File: config.mk
export PLATFORM = sky130hd
export DESIGN_NAME = ors_ctrl
export DESIGN_NICKNAME = d
export VERILOG_FILES = /design/src/rtl/core/ors_pkg.sv /design/src/rtl/core/ors_ctrl.sv
export VERILOG_INCLUDE_DIRS = /design/src /design/src/rtl/core
export SDC_FILE = /design/constraint.sdc
export NUM_CORES = 1
export LEC_CHECK = 0
export BUFFER_PORTS_ARGS = -buffer_cell sky130_fd_sc_hd__buf_2
export CAP_MARGIN = 20
export CORE_AREA = 3 3 40 42
export DETAILED_ROUTE_END_ITERATION = 6
export DIE_AREA = 0 0 43 45
export SLEW_MARGIN = 15
export SYNTH_ARGS = -nofsm -noshare
export SYNTH_HDL_FRONTEND = slang
export SYNTH_SLANG_ARGS = --single-unit
export TNS_END_PERCENT = 50
File: constraint.sdc
create_clock -name clock -period 0.9 [get_ports clock]
set_input_delay 0.135 -clock clock [delete_from_list [all_inputs] [get_ports clock]]
set_output_delay 0.135 -clock clock [all_outputs]
set_load 0.005 [all_outputs]
File: src/rtl/core/ordered_rank_set_macros.svh
// assertion macros shared by the ordered rank set modules
`ifndef ORDERED_RANK_SET_MACROS_SVH
`define ORDERED_RANK_SET_MACROS_SVH

// same-cycle implication, sampled on clock, off while reset is high
`define ORS_ASSERT_NOW(label, ante, cons, msg) \
   label: assert property (@(posedge clock) disable iff (reset) (ante) |-> (cons)) \
      else $error(msg);

// next-cycle implication, sampled on clock, off while reset is high
`define ORS_ASSERT_NEXT(label, ante, cons, msg) \
   label: assert property (@(posedge clock) disable iff (reset) (ante) |=> (cons)) \
      else $error(msg);

`endif

File: src/rtl/core/ors_pkg.sv
// types, codes and default sizes for the ordered rank set
`timescale 1ns / 1ps

package ors_pkg;

   localparam int CAPACITY_DEFAULT   = 256;
   localparam int VALUE_BITS_DEFAULT = 17;
   localparam int HEIGHT_BITS        = 17;
   localparam int POSITION_BITS      = 8;
   localparam int RANK_BITS          = 8;
   localparam int STATUS_BITS        = 2;

   typedef enum logic {
      CMD_INSERT = 1'b0,
      CMD_REMOVE = 1'b1
   } command_type;

   typedef enum logic [STATUS_BITS-1:0] {
      STATUS_INSERTED = 2'd0,
      STATUS_FULL     = 2'd1,
      STATUS_RANGE    = 2'd2
   } status_type;

   typedef struct packed {
      logic load;
      logic shift_insert;
      logic shift_remove;
      logic respond;
   } ctrl_cmd_type;

   typedef struct packed {
      logic is_remove;
      logic full;
      logic out_of_range;
   } dp_status_type;

endpackage

File: src/rtl/core/ors_ctrl.sv
// controller state machine for the ordered rank set
`timescale 1ns / 1ps
`include "ordered_rank_set_macros.svh"

module ors_ctrl (
   input  logic                  clock,
   input  logic                  reset,
   input  logic                  start,
   output logic                  busy,
   input  ors_pkg::dp_status_type status,
   output ors_pkg::ctrl_cmd_type  cmd
);

   typedef enum logic [1:0] {
      ST_IDLE   = 2'b01,
      ST_COMMIT = 2'b10
   } state_type;

   state_type state_ff, state_in;
   logic      commit;

   always_comb begin
      state_in = state_ff;
      unique case (state_ff)
         ST_IDLE: begin
            if (start) begin
               state_in = ST_COMMIT;
            end
         end
         ST_COMMIT: begin
            state_in = ST_IDLE;
         end
         default: begin
            state_in = ST_IDLE;
         end
      endcase
   end

   always_ff @(posedge clock) begin
      if (reset) begin
         state_ff <= ST_IDLE;
      end else begin
         state_ff <= state_in;
      end
   end

   assign busy   = (state_ff == ST_COMMIT);
   assign commit = (state_ff == ST_COMMIT);

   assign cmd.load         = start && (state_ff == ST_IDLE);
   assign cmd.shift_insert = commit && !status.is_remove && !status.full;
   assign cmd.shift_remove = commit && status.is_remove && !status.out_of_range;
   assign cmd.respond      = commit && !(status.is_remove && !status.out_of_range);

   `ORS_ASSERT_NEXT(a_load_then_commit, cmd.load, state_ff == ST_COMMIT, "load not followed by commit")
   `ORS_ASSERT_NEXT(a_commit_single, state_ff == ST_COMMIT, state_ff == ST_IDLE, "commit held too long")
   `ORS_ASSERT_NOW(a_no_load_busy, busy, !cmd.load, "load while busy")

endmodule

Word-level counts from Yosys, hierarchy flattened
Cells that the tools add are included.
Cells by class
  div/mod/pow operators: 0
  reduce and logical (&&, ||, !) cells: 12
  shifts and indexed selects: 0
  eq/ne operators: 2
  add/sub/neg operators: 0
  magnitude comparators: 0
  multiplexer cells: 0
  $mul: 0
  bitwise operators: 1
Operator list (number)
  $logic_and A1 B1 Y1: 7
  $logic_not A1 Y1: 4
  $eq A2 B1 Y1 const B: 1
  $eq A2 B2 Y1 const B: 1
  $reduce_or A2 Y1: 1
  $not A1 Y1: 1
Word-level totals
  logic and storage cells: 16
  bits of input ports: 6
  register bits after elaboration: 2
  memories kept: 0
  ROM bits: 0
  output and inout bits: 5
  bits in writable memories: 0
  bits in latches: 0

Longest topological paths before layout
Gate-level depths: netlist of run 1.
  depth in word-level cells: 4
  depth in mapped cells: 2
  gate-level depth less buffers: 2

Worst setup path before layout of run 1
OpenSTA, ideal clock, no wires.
  path type: register to output
  start point: register state_ff[0]
  end point: output port cmd[1] (netlist bit)
  buffers on the path: 0
  setup slack: 96 ps
  cell stages (with the launch flop): 3
  required time: 765 ps
  data arrival time: 669 ps
  cell sequence: dfxtp_1 > nand2b_1 > nor3b_2
RTL lines
  from (decl): RTL line ors_ctrl.sv:19  | state_type state_ff, state_in;
  from (signal assigned): RTL line ors_ctrl.sv:43  | state_ff <= state_in;
  to (decl): RTL line ors_ctrl.sv:11  | output ors_pkg::ctrl_cmd_type cmd

==> results of run 1 <==
per-stage QoR:
| step | utilization | TNS [ns] |
|---|---|---|
| after floorplan | - | 0 |
| after global placement | 0.143 | -0.0436 |
| after detailed placement | 0.143 | -0.0636 |
| after CTS | 0.167 | -0.783 |
| after global routing | 0.169 | -1.05 |
| final | 0.169 | -0.690 |
critical path: stages (launching register included):
cell and delay [ns]:
dfxtp_1 0.30, nand2b_4 0.15, nor3b_2 0.14, buf_2 0.13
routing by layer:
layer,global-route usage,share of wire,up-vias
met1,0.0407,0.46,50
li1,-,-,70
met2,0.0569,0.35,11
met4,0.0542,0,0
met3,0.0359,0.18,0
met5,0,0,-
final cells by class:
| cell class | count | area share |
|---|---|---|
| well taps | 15 | 0.0862 |
| inverters | 2 | 0.0345 |
| multi-input cells | 8 | 0.287 |
| repair buffers | 12 | 0.299 |
| clock buffers | 3 | 0.103 |
| flip-flops and latches | 2 | 0.190 |
kinds of logic after synthesis:
| family | synth area share |
|---|---|
| simple gates | 0.475 |
| flops | 0.400 |
| buf+inv | 0.0749 |
| compound gates | 0.0500 |
cells in the final DEF (no fill, tap or decap), drive strengths merged:
| cell type | Yosys | routed |
|---|---|---|
| clkbuf | 0 | 3 |
| nor3b | 1 | 1 |
| nor3 | 2 | 2 |
| a21oi | 1 | 1 |
| nand2 | 1 | 1 |
| or3 | 1 | 1 |
| nor2 | 1 | 1 |
| buf | 0 | 12 |
| nand2b | 1 | 1 |
| inv | 2 | 2 |
| dfxtp | 2 | 2 |
power breakdown:
group	internal, W	switching [W]	total, W
clock network	0.000147	0.0000452	0.000192
registers	0.0000957	0.00000532	0.000101
logic	0.0000250	0.0000165	0.0000415
total	0.000267	0.0000671	0.000334
timing repair:
action | 4_1_cts | 5_1_grt
setup endpoints to repair | 5 | 6
gates resized for setup | 2 | 1
pin swaps | 0 | 1
worst paths after layout:
kind,cells after the start,slack [ns],end
max,3,-0.17,cmd[1]
min,2,0.08,state_ff[1]$_SDFFE_PP0P_
max reg2reg,3,0.02,state_ff[0]$_SDFFE_PP1P_
min reg2reg,1,0.46,state_ff[1]$_SDFFE_PP0P_
==> results.env, run 1 <==
BIGGESTREGSBYFLOPS='state_ff x2'
SYN_NETS=18
CRITICAL_PATH.REG2REG.STARTPOINT='state_ff[0]$_SDFFE_PP1P_'
GLOBAL_ROUTE_WIRE_LENGTH_BEFORE_REPAIR_UM=552
TOP_REGISTER='state_ff'
FAILING_CHECKS='setup timing'
MAXCAPVIOLCOUNT=0
CTS.CLK_SLEW.WORST_PATHS_NS=0.03
CLOCK_TREE.BUFFER_DEPTH=2
PLACE_WORST_SETUP_SLACK_NS=-0.0354
ENDPOINT_KIND='primary output'
DRTPASS1ITERATIONS=2
POST_SYNTH_INSTANCE_AREA_UM2=100
GRT_OVERFLOW=0
NETLIST_TOP_CELLS_AREA='dfxtp_1 40%, nor3b_2 13%, nor3_2 10%, nand2b_1 6.3%, or3_1 6.3%'
WIRE_LENGTH_AFTER_DETAILED_ROUTING_UM=263
MOST_AREA_HUNGRY_CELL_TYPE_IN_THE_YOSYS_NETLIST='dfxtp_1'
SYNTH_CELL_TYPE_COUNT=11
DESIGN.FINAL.NETS=35
TOTAL_DIE_AREA_MM2=0.00194
DIE_Y_UM=45
MAX_FREQ_MHz=934
SETUP_VIOL=5
DRIVE_GT1_FRAC=0.778
AREA_OF_THE_MULTI_INPUT_GATES_UM2=62.6
FILL_CELLS=145
INSERTION_DELAY_NS=0.22
WIRE_PER_INST_UM=6.26
FLOW.AREA_GROWTH_FROM_SYNTHESIS_PCT=118
GROUTE.USAGE.OVERALL=0.0449
PLACE_INST=39
CORE_AREA_MM2=0.00128
YS_ASYNC_SR_FRACTION=0
CTS_TREE='done'
CRITPATHLAUNCH='state_ff[0]$_SDFFE_PP1P_'
NUMBER_OF_ANTENNA_VIOLATIONS_AT_THE_FIRST_CHECK_IN_GLOBAL_ROUTING=0
FIN_CRIT_SH=1.19
CLK_ROOT_BUFFER_CELL='clkbuf_4'
YOSYS_REGISTER_BITS=2
FINAL_CELLS=42
POWER-PER-CELL-AREA_mW_PER_MM2=1540
POST_CTS_HOLD_BUFFER_COUNT=0
WORSTSETUPSTARTPOINTTYPE='register'
CP.REQUIRED_NS=0.76
IR_DROP_mV=0.561
TIMING.HOLD.WORST.START='reset'
SLEW_HEADROOM=0.911
LIBRARY_CELL_WITH_THE_HIGHEST_INSTANCE_COUNT_AFTER_SYNTHESIS='dfxtp_1'
SYNTH_WARNINGS=0
FINALMAXSLEWVIOLATIONS=0
POST_SYNTH.CELL_AREA_AVG_UM2=8.34
POST_SYNTH_TOP_FLOP='dfxtp_1'
UNREPAIRED_SETUP_ENDPOINTS_AFTER_GLOBAL_ROUTING='yes'
VIAS=131
WORST-SETUP-PATH-TYPE='register to primary output'
SYNTH-EDFF-COUNT=0
FINCLKSKEW_NS=0.00191
WORST-PATH-MAX-FANOUT=4
POST_DP_CELL_AREA_UM2=184
FIN_AREA_UM2=218
REPORT.FINAL.HOLD_VIOL_COUNT=0
START_UTIL=0.0779
STD_CELL_ROWS=13
FINALWORSTPATHREQUIREDPERIOD_NS=1.07
DRT_ITER0_MARKERS=2
ANTENNA-DIODE-COUNT=0
IO-PIN-COUNT=11
YOSYSSEQAREASHARE=0.400
FINALWORSTSETUPSLACK_NS=-0.170
PORT_BUFFERS=10
SLEW_AT_THE_PIN_CLOSEST_TO_ITS_MAX_SLEW_LIMIT_NS=0.132
CTS_BUFFERS=3
FIN_TOTAL_PWR_W=0.000334
DETAIL_ROUTE.DRC_VIOLATIONS=0
GP_ROUTABILITY_CONGESTION=0.591
HP-CLASS='primary input to register'
REGISTER_AREA_UM2=41.3
POST-CTS-SETUP-BUFFER-COUNT=0
STATIC-LEAKAGE-POWER_nW=0.123
CRITPATHARRIVALTIME_NS=0.94
CLOCK_TREE.HTREE_LEVEL_COUNT=1
GRT_START_MAX_NET_PINS=5
DIE_W_UM=43
ROUTED_VIA_DENSITY=3.12
LARGEST_REGISTER_FFS=2
WHS_NS=0.0818
NUMCLOCKSINKS=2
SYNTH_TOP_AREA_FRAC=0.400
NUMBER_OF_GLOBAL_ROUTE_VIAS_BEFORE_REPAIR=139
POST_SYNTH_INST_COUNT=12
STATUS='finished, violations left'
DRT.ANTENNA.VIOLATING_NETS=0
Note: power is estimated with default switching activity, not from simulation.
==> run 2, diff against run 1 <==
- CORE_AREA: 3 3 40 42 -> 2 2 39 41
- DIE_AREA: 0 0 43 45 -> 0 0 41 43
- PLACE_DENSITY: unset -> 0.31
==> run 2 against run 1 <==
Against the previous run: the flow still finishes with violations (setup timing); fmax down 1.6%; clock skew down 0.0016 ns; sequential share of layout area shrank 0.28 points; die area decreased by 8.9%; largest power group unchanged.
==> results.env, run 2 (synthesis gave the netlist of run 1 again) <==
GP_ROUTABILITY_CONGESTION=0.580  # -2.0%
FINALWORSTPATHREQUIREDPERIOD_NS=1.09  # +0.0169 ns
TOTAL_DIE_AREA_MM2=0.00176  # -8.9%
CRITICAL_PATH.REG2REG.STARTPOINT='state_ff[1]$_SDFFE_PP0P_'
FILL_CELLS=162  # +12%
NUMCLOCKSINKS=2  # unchanged
STATUS='finished, violations left'
FINAL_CELL_MIX='9 x buf_2, 3 x clkbuf_4, 2 x buf_6, 2 x dfxtp_2'
MAX_FREQ_MHz=920  # -1.6%
CP.REQUIRED_NS=0.76  # about the same
SETUP_VIOL=5  # unchanged
DRTPASS1ITERATIONS=4  # +2
FLOW.AREA_GROWTH_FROM_SYNTHESIS_PCT=127
DRT_ITER0_MARKERS=3  # +1
POST_CTS_HOLD_BUFFER_COUNT=0  # unchanged
FIN_CRIT_SH=1.21  # +0.0188
BIGGESTREGSBYFLOPS='state_ff x2'
ROUTED_VIA_DENSITY=3.35  # +7.4%
ANTENNA-DIODE-COUNT=0  # unchanged
SLEW_HEADROOM=0.893  # -0.0182
NUMBER_OF_ANTENNA_VIOLATIONS_AT_THE_FIRST_CHECK_IN_GLOBAL_ROUTING=0  # unchanged
CLOCK_TREE.BUFFER_DEPTH=2  # unchanged
FINCLKSKEW_NS=0.000282  # -0.00163 ns
CLK_ROOT_BUFFER_CELL='clkbuf_4'
CTS_TREE='done'
PORT_BUFFERS=10  # unchanged
FINAL_COMMON_CELL='buf_2'
NUMBER_OF_GLOBAL_ROUTE_VIAS_BEFORE_REPAIR=156  # +12%
START_UTIL=0.0723  # -0.00556
ENDPOINT_KIND='primary output'
CTS_BUFFERS=3  # unchanged
POWER-PER-CELL-AREA_mW_PER_MM2=1510  # -1.8%
GRT_START_MAX_NET_PINS=5  # unchanged
POST_DP_CELL_AREA_UM2=185  # +0.68%
DRT.ANTENNA.VIOLATING_NETS=0  # unchanged
FIN_AREA_UM2=228  # +4.6%
GRT_OVERFLOW=0  # unchanged
TOP_REGISTER='state_ff'
UNREPAIRED_SETUP_ENDPOINTS_AFTER_GLOBAL_ROUTING='yes'
HP-CLASS='primary input to register'
CLOCK_TREE.HTREE_LEVEL_COUNT=1  # unchanged
CTS.CLK_SLEW.WORST_PATHS_NS=0.03  # about the same
POST-CTS-SETUP-BUFFER-COUNT=0  # unchanged
CRITPATHLAUNCH='state_ff[0]$_SDFFE_PP1P_'
SLEW_AT_THE_PIN_CLOSEST_TO_ITS_MAX_SLEW_LIMIT_NS=0.159  # +0.0270 ns
TIMING.HOLD.WORST.START='reset'
WORST-SETUP-PATH-TYPE='register to primary output'
MAXCAPVIOLCOUNT=0  # unchanged
CORE_AREA_MM2=0.00138  # +7.7%
GLOBAL_ROUTE_WIRE_LENGTH_BEFORE_REPAIR_UM=593  # +7.4%
DIE_Y_UM=43  # -4.4%
FAILING_CHECKS='setup timing'
DRIVE_GT1_FRAC=0.778  # unchanged
WORST-R2R-CELL-COUNT=1  # -2
VIAS=144  # +9.9%
STD_CELL_ROWS=14  # +1
INSERTION_DELAY_NS=0.22  # about the same
WORST-PATH-MAX-FANOUT=4  # unchanged
IR_DROP_mV=0.341  # -39%
FINALMAXSLEWVIOLATIONS=0  # unchanged
WIRE_PER_INST_UM=8.14  # +30%
WIRE_LENGTH_AFTER_DETAILED_ROUTING_UM=350  # +33%
FINALWORSTSETUPSLACK_NS=-0.187  # -0.0169 ns
CRITPATHARRIVALTIME_NS=0.95  # about the same
HOLD_PATH_DEPTH=2  # unchanged
FIN_TOTAL_PWR_W=0.000344  # +2.8%
DIE_W_UM=41  # -4.7%
LARGEST_REGISTER_FFS=2  # unchanged
DETAIL_ROUTE.DRC_VIOLATIONS=0  # unchanged
WORSTSETUPSTARTPOINTTYPE='register'
STATIC-LEAKAGE-POWER_nW=0.125  # +1.6%
FIN_UTIL=0.165  # -0.00487
GROUTE.USAGE.OVERALL=0.0611  # +0.0163
REPORT.FINAL.HOLD_VIOL_COUNT=0  # unchanged
IO-PIN-COUNT=11  # unchanged
DESIGN.FINAL.NETS=35  # unchanged
## run 2: cell count changes in the layout (fill, tap and decap cells not counted)
cell     delta
nand2_2     -1
buf_2       -1
dfxtp_1     -1
nand2_1     +1
buf_6       +2
dfxtp_2     +1
buf_4       -1
## run 2: stage by stage
stage	setup slack, ns	hold WS (ns)	setup TNS, ns	cells
final	-0.187	0.0842	-0.736	43
after global placement	-0.0202	0.308	-0.0322	40
after CTS	-0.205	0.0769	-0.808	43
after detailed placement	-0.0357	0.324	-0.0528	40
after global routing	-0.254	0.0945	-1.03	43
after floorplan	0.0959	0.212	0	12
## run 2: critical path, cell delays in order (launching register included)
cell and delay (ns):
dfxtp_2 0.31, nand2b_4 0.15, nor3b_2 0.14, buf_2 0.13
## run 2: report_power, final
part	total (W)	switching (W)	internal [W]
Combinational	0.0000444	0.0000174	0.0000270
Clock	0.000198	0.0000509	0.000147
Sequential	0.000101	0.00000505	0.0000963
Total	0.000344	0.0000734	0.000270
## run 2: repair_timing
item / in CTS / in global routing
cloned: 0 / 0
gates resized for setup: 4 / 2
pin swaps: 1 / 0
endpoints found under the setup margin: 5 / 5
## run 2: final cells by class
cell class | count | area, um2 | share of cell area
Timing Repair Buffer | 12 | 75.1 | 0.330
Multi-Input combinational cell | 8 | 60.1 | 0.264
Sequential cell | 2 | 42.5 | 0.187
Clock buffer | 3 | 22.5 | 0.0989
Tap cell | 16 | 20.0 | 0.0879
Inverter | 2 | 7.51 | 0.0330
## run 2: final timing paths
check,end,slack [ns]
setup reg to reg,state_ff[0]$_SDFFE_PP1P_,0.09
hold / removal,state_ff[1]$_SDFFE_PP0P_,0.08
hold reg to reg,state_ff[1]$_SDFFE_PP0P_,0.48
setup / recovery,cmd[1],-0.19
## run 2: layer usage
| metal | wire [um] | up-vias | GRT usage |
|---|---|---|---|
| li1 | - | 72 | - |
| met1 | 126 | 55 | 0.0607 |
| met2 | 110 | 15 | 0.0438 |
| met3 | 95 | 2 | 0.0681 |
| met4 | 18 | 0 | 0.100 |
| met5 | 0 | - | 0 |
==> run 3, diff against run 2 <==
- PLACE_DENSITY: 0.31 -> unset
- PLACE_DENSITY_LB_ADDON: unset -> 0.15
==> run 3 against run 2 <==
Against the previous run: the flow still finishes with violations (setup timing); clock skew is 0.00064 ns higher; cell area grew 1.1%; sequential share of layout area decreased by 0.20 points; final cell count is the same; fmax down 1.5%; critical path type unchanged; sequential power about the same; combinational power increased by 3%; first-iteration DRC count fell by 100%; non-clock buffer count unchanged; worst hold slack got worse by 0.0097 ns.
==> results.env, run 3 (synthesis gave the netlist of run 1 again) <==
DESIGN.FINAL.NETS=35  # unchanged
NUMBER_OF_GLOBAL_ROUTE_VIAS_BEFORE_REPAIR=157  # +0.64%
POST_CTS_HOLD_BUFFER_COUNT=0  # unchanged
DETAIL_ROUTE.DRC_VIOLATIONS=0  # unchanged
CP_CELL_SEQUENCE='nand2b_4 -> nor3b_2 -> buf_2'
IR_DROP_mV=0.315  # -7.6%
BIGGESTREGSBYFLOPS='state_ff x2'
INSERTION_DELAY_NS=0.22  # about the same
STD_CELL_ROWS=14  # unchanged
FINAL_CELL_MIX='9 x buf_2, 3 x clkbuf_4, 2 x buf_6, 2 x dfxtp_2'
REPORT.FINAL.HOLD_VIOL_COUNT=0  # unchanged
START_UTIL=0.0723  # unchanged
ENDPOINT_KIND='primary output'
VIAS=147  # +2.1%
STATIC-LEAKAGE-POWER_nW=0.125  # about the same
ROUTED_VIA_DENSITY=3.42  # +2.1%
DRT.ANTENNA.VIOLATING_NETS=0  # unchanged
MAX_FREQ_MHz=906  # -1.5%
SLEW_AT_THE_PIN_CLOSEST_TO_ITS_MAX_SLEW_LIMIT_NS=0.128  # -0.0317 ns
HP-CLASS='primary input to register'
FINAL_COMMON_CELL='buf_2'
DIE_Y_UM=43  # unchanged
GRT_START_MAX_NET_PINS=5  # unchanged
DRIVE_GT1_FRAC=0.815  # +0.0370
DRT_ITER0_MARKERS=0  # -3
TOP_REGISTER='state_ff'
ANTENNA-DIODE-COUNT=0  # unchanged
GP_ROUTABILITY_CONGESTION=0.517  # -11%
CPMAXSTAGEDELAYCELL='dfxtp_2'
WHS_NS=0.0745  # -0.00968 ns
SLOWEST_DELAY_NS=0.31  # about the same
CRITICAL-PATH-TOP-DELAY-FAMILY='flip-flops'
CTS.CLK_SLEW.WORST_PATHS_NS=0.03  # about the same
GLOBAL_ROUTE_WIRE_LENGTH_BEFORE_REPAIR_UM=496  # -16%
SETUP_VIOL=5  # unchanged
CRITPATHARRIVALTIME_NS=0.97  # +0.02 ns
FINCLKSKEW_NS=0.000921  # +0.000639 ns
CRITPATHBUFINV=1  # unchanged
WIRE_LENGTH_AFTER_DETAILED_ROUTING_UM=320  # -8.6%
CTS_BUFFERS=3  # unchanged
FIN_AREA_UM2=230  # +1.1%
DRTPASS1ITERATIONS=1  # -3
CLOCK_TREE.HTREE_LEVEL_COUNT=1  # unchanged
SLEW_HEADROOM=0.914  # +0.0213
WORST-PATH-MAX-FANOUT=4  # unchanged
CLK_ROOT_BUFFER_CELL='clkbuf_4'
POST_DP_CELL_AREA_UM2=185  # unchanged
GROUTE.USAGE.OVERALL=0.0490  # -0.0121
FINALWORSTSETUPSLACK_NS=-0.204  # -0.0163 ns
CP.REQUIRED_NS=0.76  # about the same
FIN_CRIT_SH=1.23  # +0.0181
POWER-PER-CELL-AREA_mW_PER_MM2=1500  # -0.52%
CLOCK_TREE.BUFFER_DEPTH=2  # unchanged
STATUS='finished, violations left'
IO-PIN-COUNT=11  # unchanged
UNREPAIRED_SETUP_ENDPOINTS_AFTER_GLOBAL_ROUTING='yes'
FAILING_CHECKS='setup timing'
WORSTSETUPSTARTPOINTTYPE='register'
WORST-SETUP-PATH-TYPE='register to primary output'
NUMCLOCKSINKS=2  # unchanged
MAXCAPVIOLCOUNT=0  # unchanged
CORE_AREA_MM2=0.00138  # unchanged
TOTAL_DIE_AREA_MM2=0.00176  # unchanged
FINALMAXSLEWVIOLATIONS=0  # unchanged
PORT_BUFFERS=10  # unchanged
CTS_TREE='done'
LARGEST_REGISTER_FFS=2  # unchanged
FLOW.AREA_GROWTH_FROM_SYNTHESIS_PCT=130
NUMBER_OF_ANTENNA_VIOLATIONS_AT_THE_FIRST_CHECK_IN_GLOBAL_ROUTING=0  # unchanged
FINALWORSTPATHREQUIREDPERIOD_NS=1.10  # +0.0163 ns
DIE_W_UM=41  # unchanged
WIRE_PER_INST_UM=7.44  # -8.6%
GRT_OVERFLOW=0  # unchanged
## run 3: cell types whose count changed in the layout (fill, tap and decap cells not counted)
cell | before | now
nor2_2 | 0 | 1
nor2_1 | 1 | 0
## run 3: final timing paths
path / start / endpoint / slack, ns / cells after the start
min: reset / state_ff[1]$_SDFFE_PP0P_ / 0.07 / 2
max reg2reg: state_ff[1]$_SDFFE_PP0P_ / state_ff[0]$_SDFFE_PP1P_ / 0.01 / 2
min reg2reg: state_ff[0]$_SDFFE_PP1P_ / state_ff[1]$_SDFFE_PP0P_ / 0.49 / 2
max: state_ff[0]$_SDFFE_PP1P_ / cmd[1] / -0.20 / 3
## run 3: power by group
group	leakage, nW	switching [W]	total [W]	internal [W]
Clock	0.0138	0.0000516	0.000199	0.000147
Combinational	0.0943	0.0000181	0.0000459	0.0000278
Sequential	0.0166	0.00000476	0.000101	0.0000963
## run 3: routing by layer
layer	global-route usage	routed length [um]	vias to the layer above
li1	-	-	70
met3	0.0209	54	2
met1	0.0287	105	62
met2	0.0656	141	13
met4	0.100	18	0
met5	0	0	-
## run 3: repair_timing
action,in CTS,in global routing
gates resized for setup,4,3
endpoints found under the setup margin,6,6
pin swaps,2,0
setup buffers,0,0
## run 3: cell type report
class                   instances  area, um2
clock buffers                   3       22.5
fillers                       162       1150
inverters                       2       7.51
multi-input cells               8       62.6
flip-flops and latches          2       42.5
well taps                      16       20.0
repair buffers                 12       75.1
## run 3: per-stage QoR
step                power, W  TNS [ns]   util  std cells  setup WS, ns
floorplan           0.000112         0      -         12        0.0959
global placement    0.000136   -0.0296  0.134         40       -0.0170
detailed placement  0.000138    -0.132  0.134         40       -0.0709
CTS                 0.000356    -0.842  0.159         43        -0.232
global route        0.000364     -1.02  0.166         43        -0.260
finish              0.000346    -0.732  0.166         43        -0.204
## run 3: worst reg2reg max path, cell delays in order, from the launching register on
cell and delay [ns]:
dfxtp_2 0.33, buf_6 0.12, or3_1 0.32
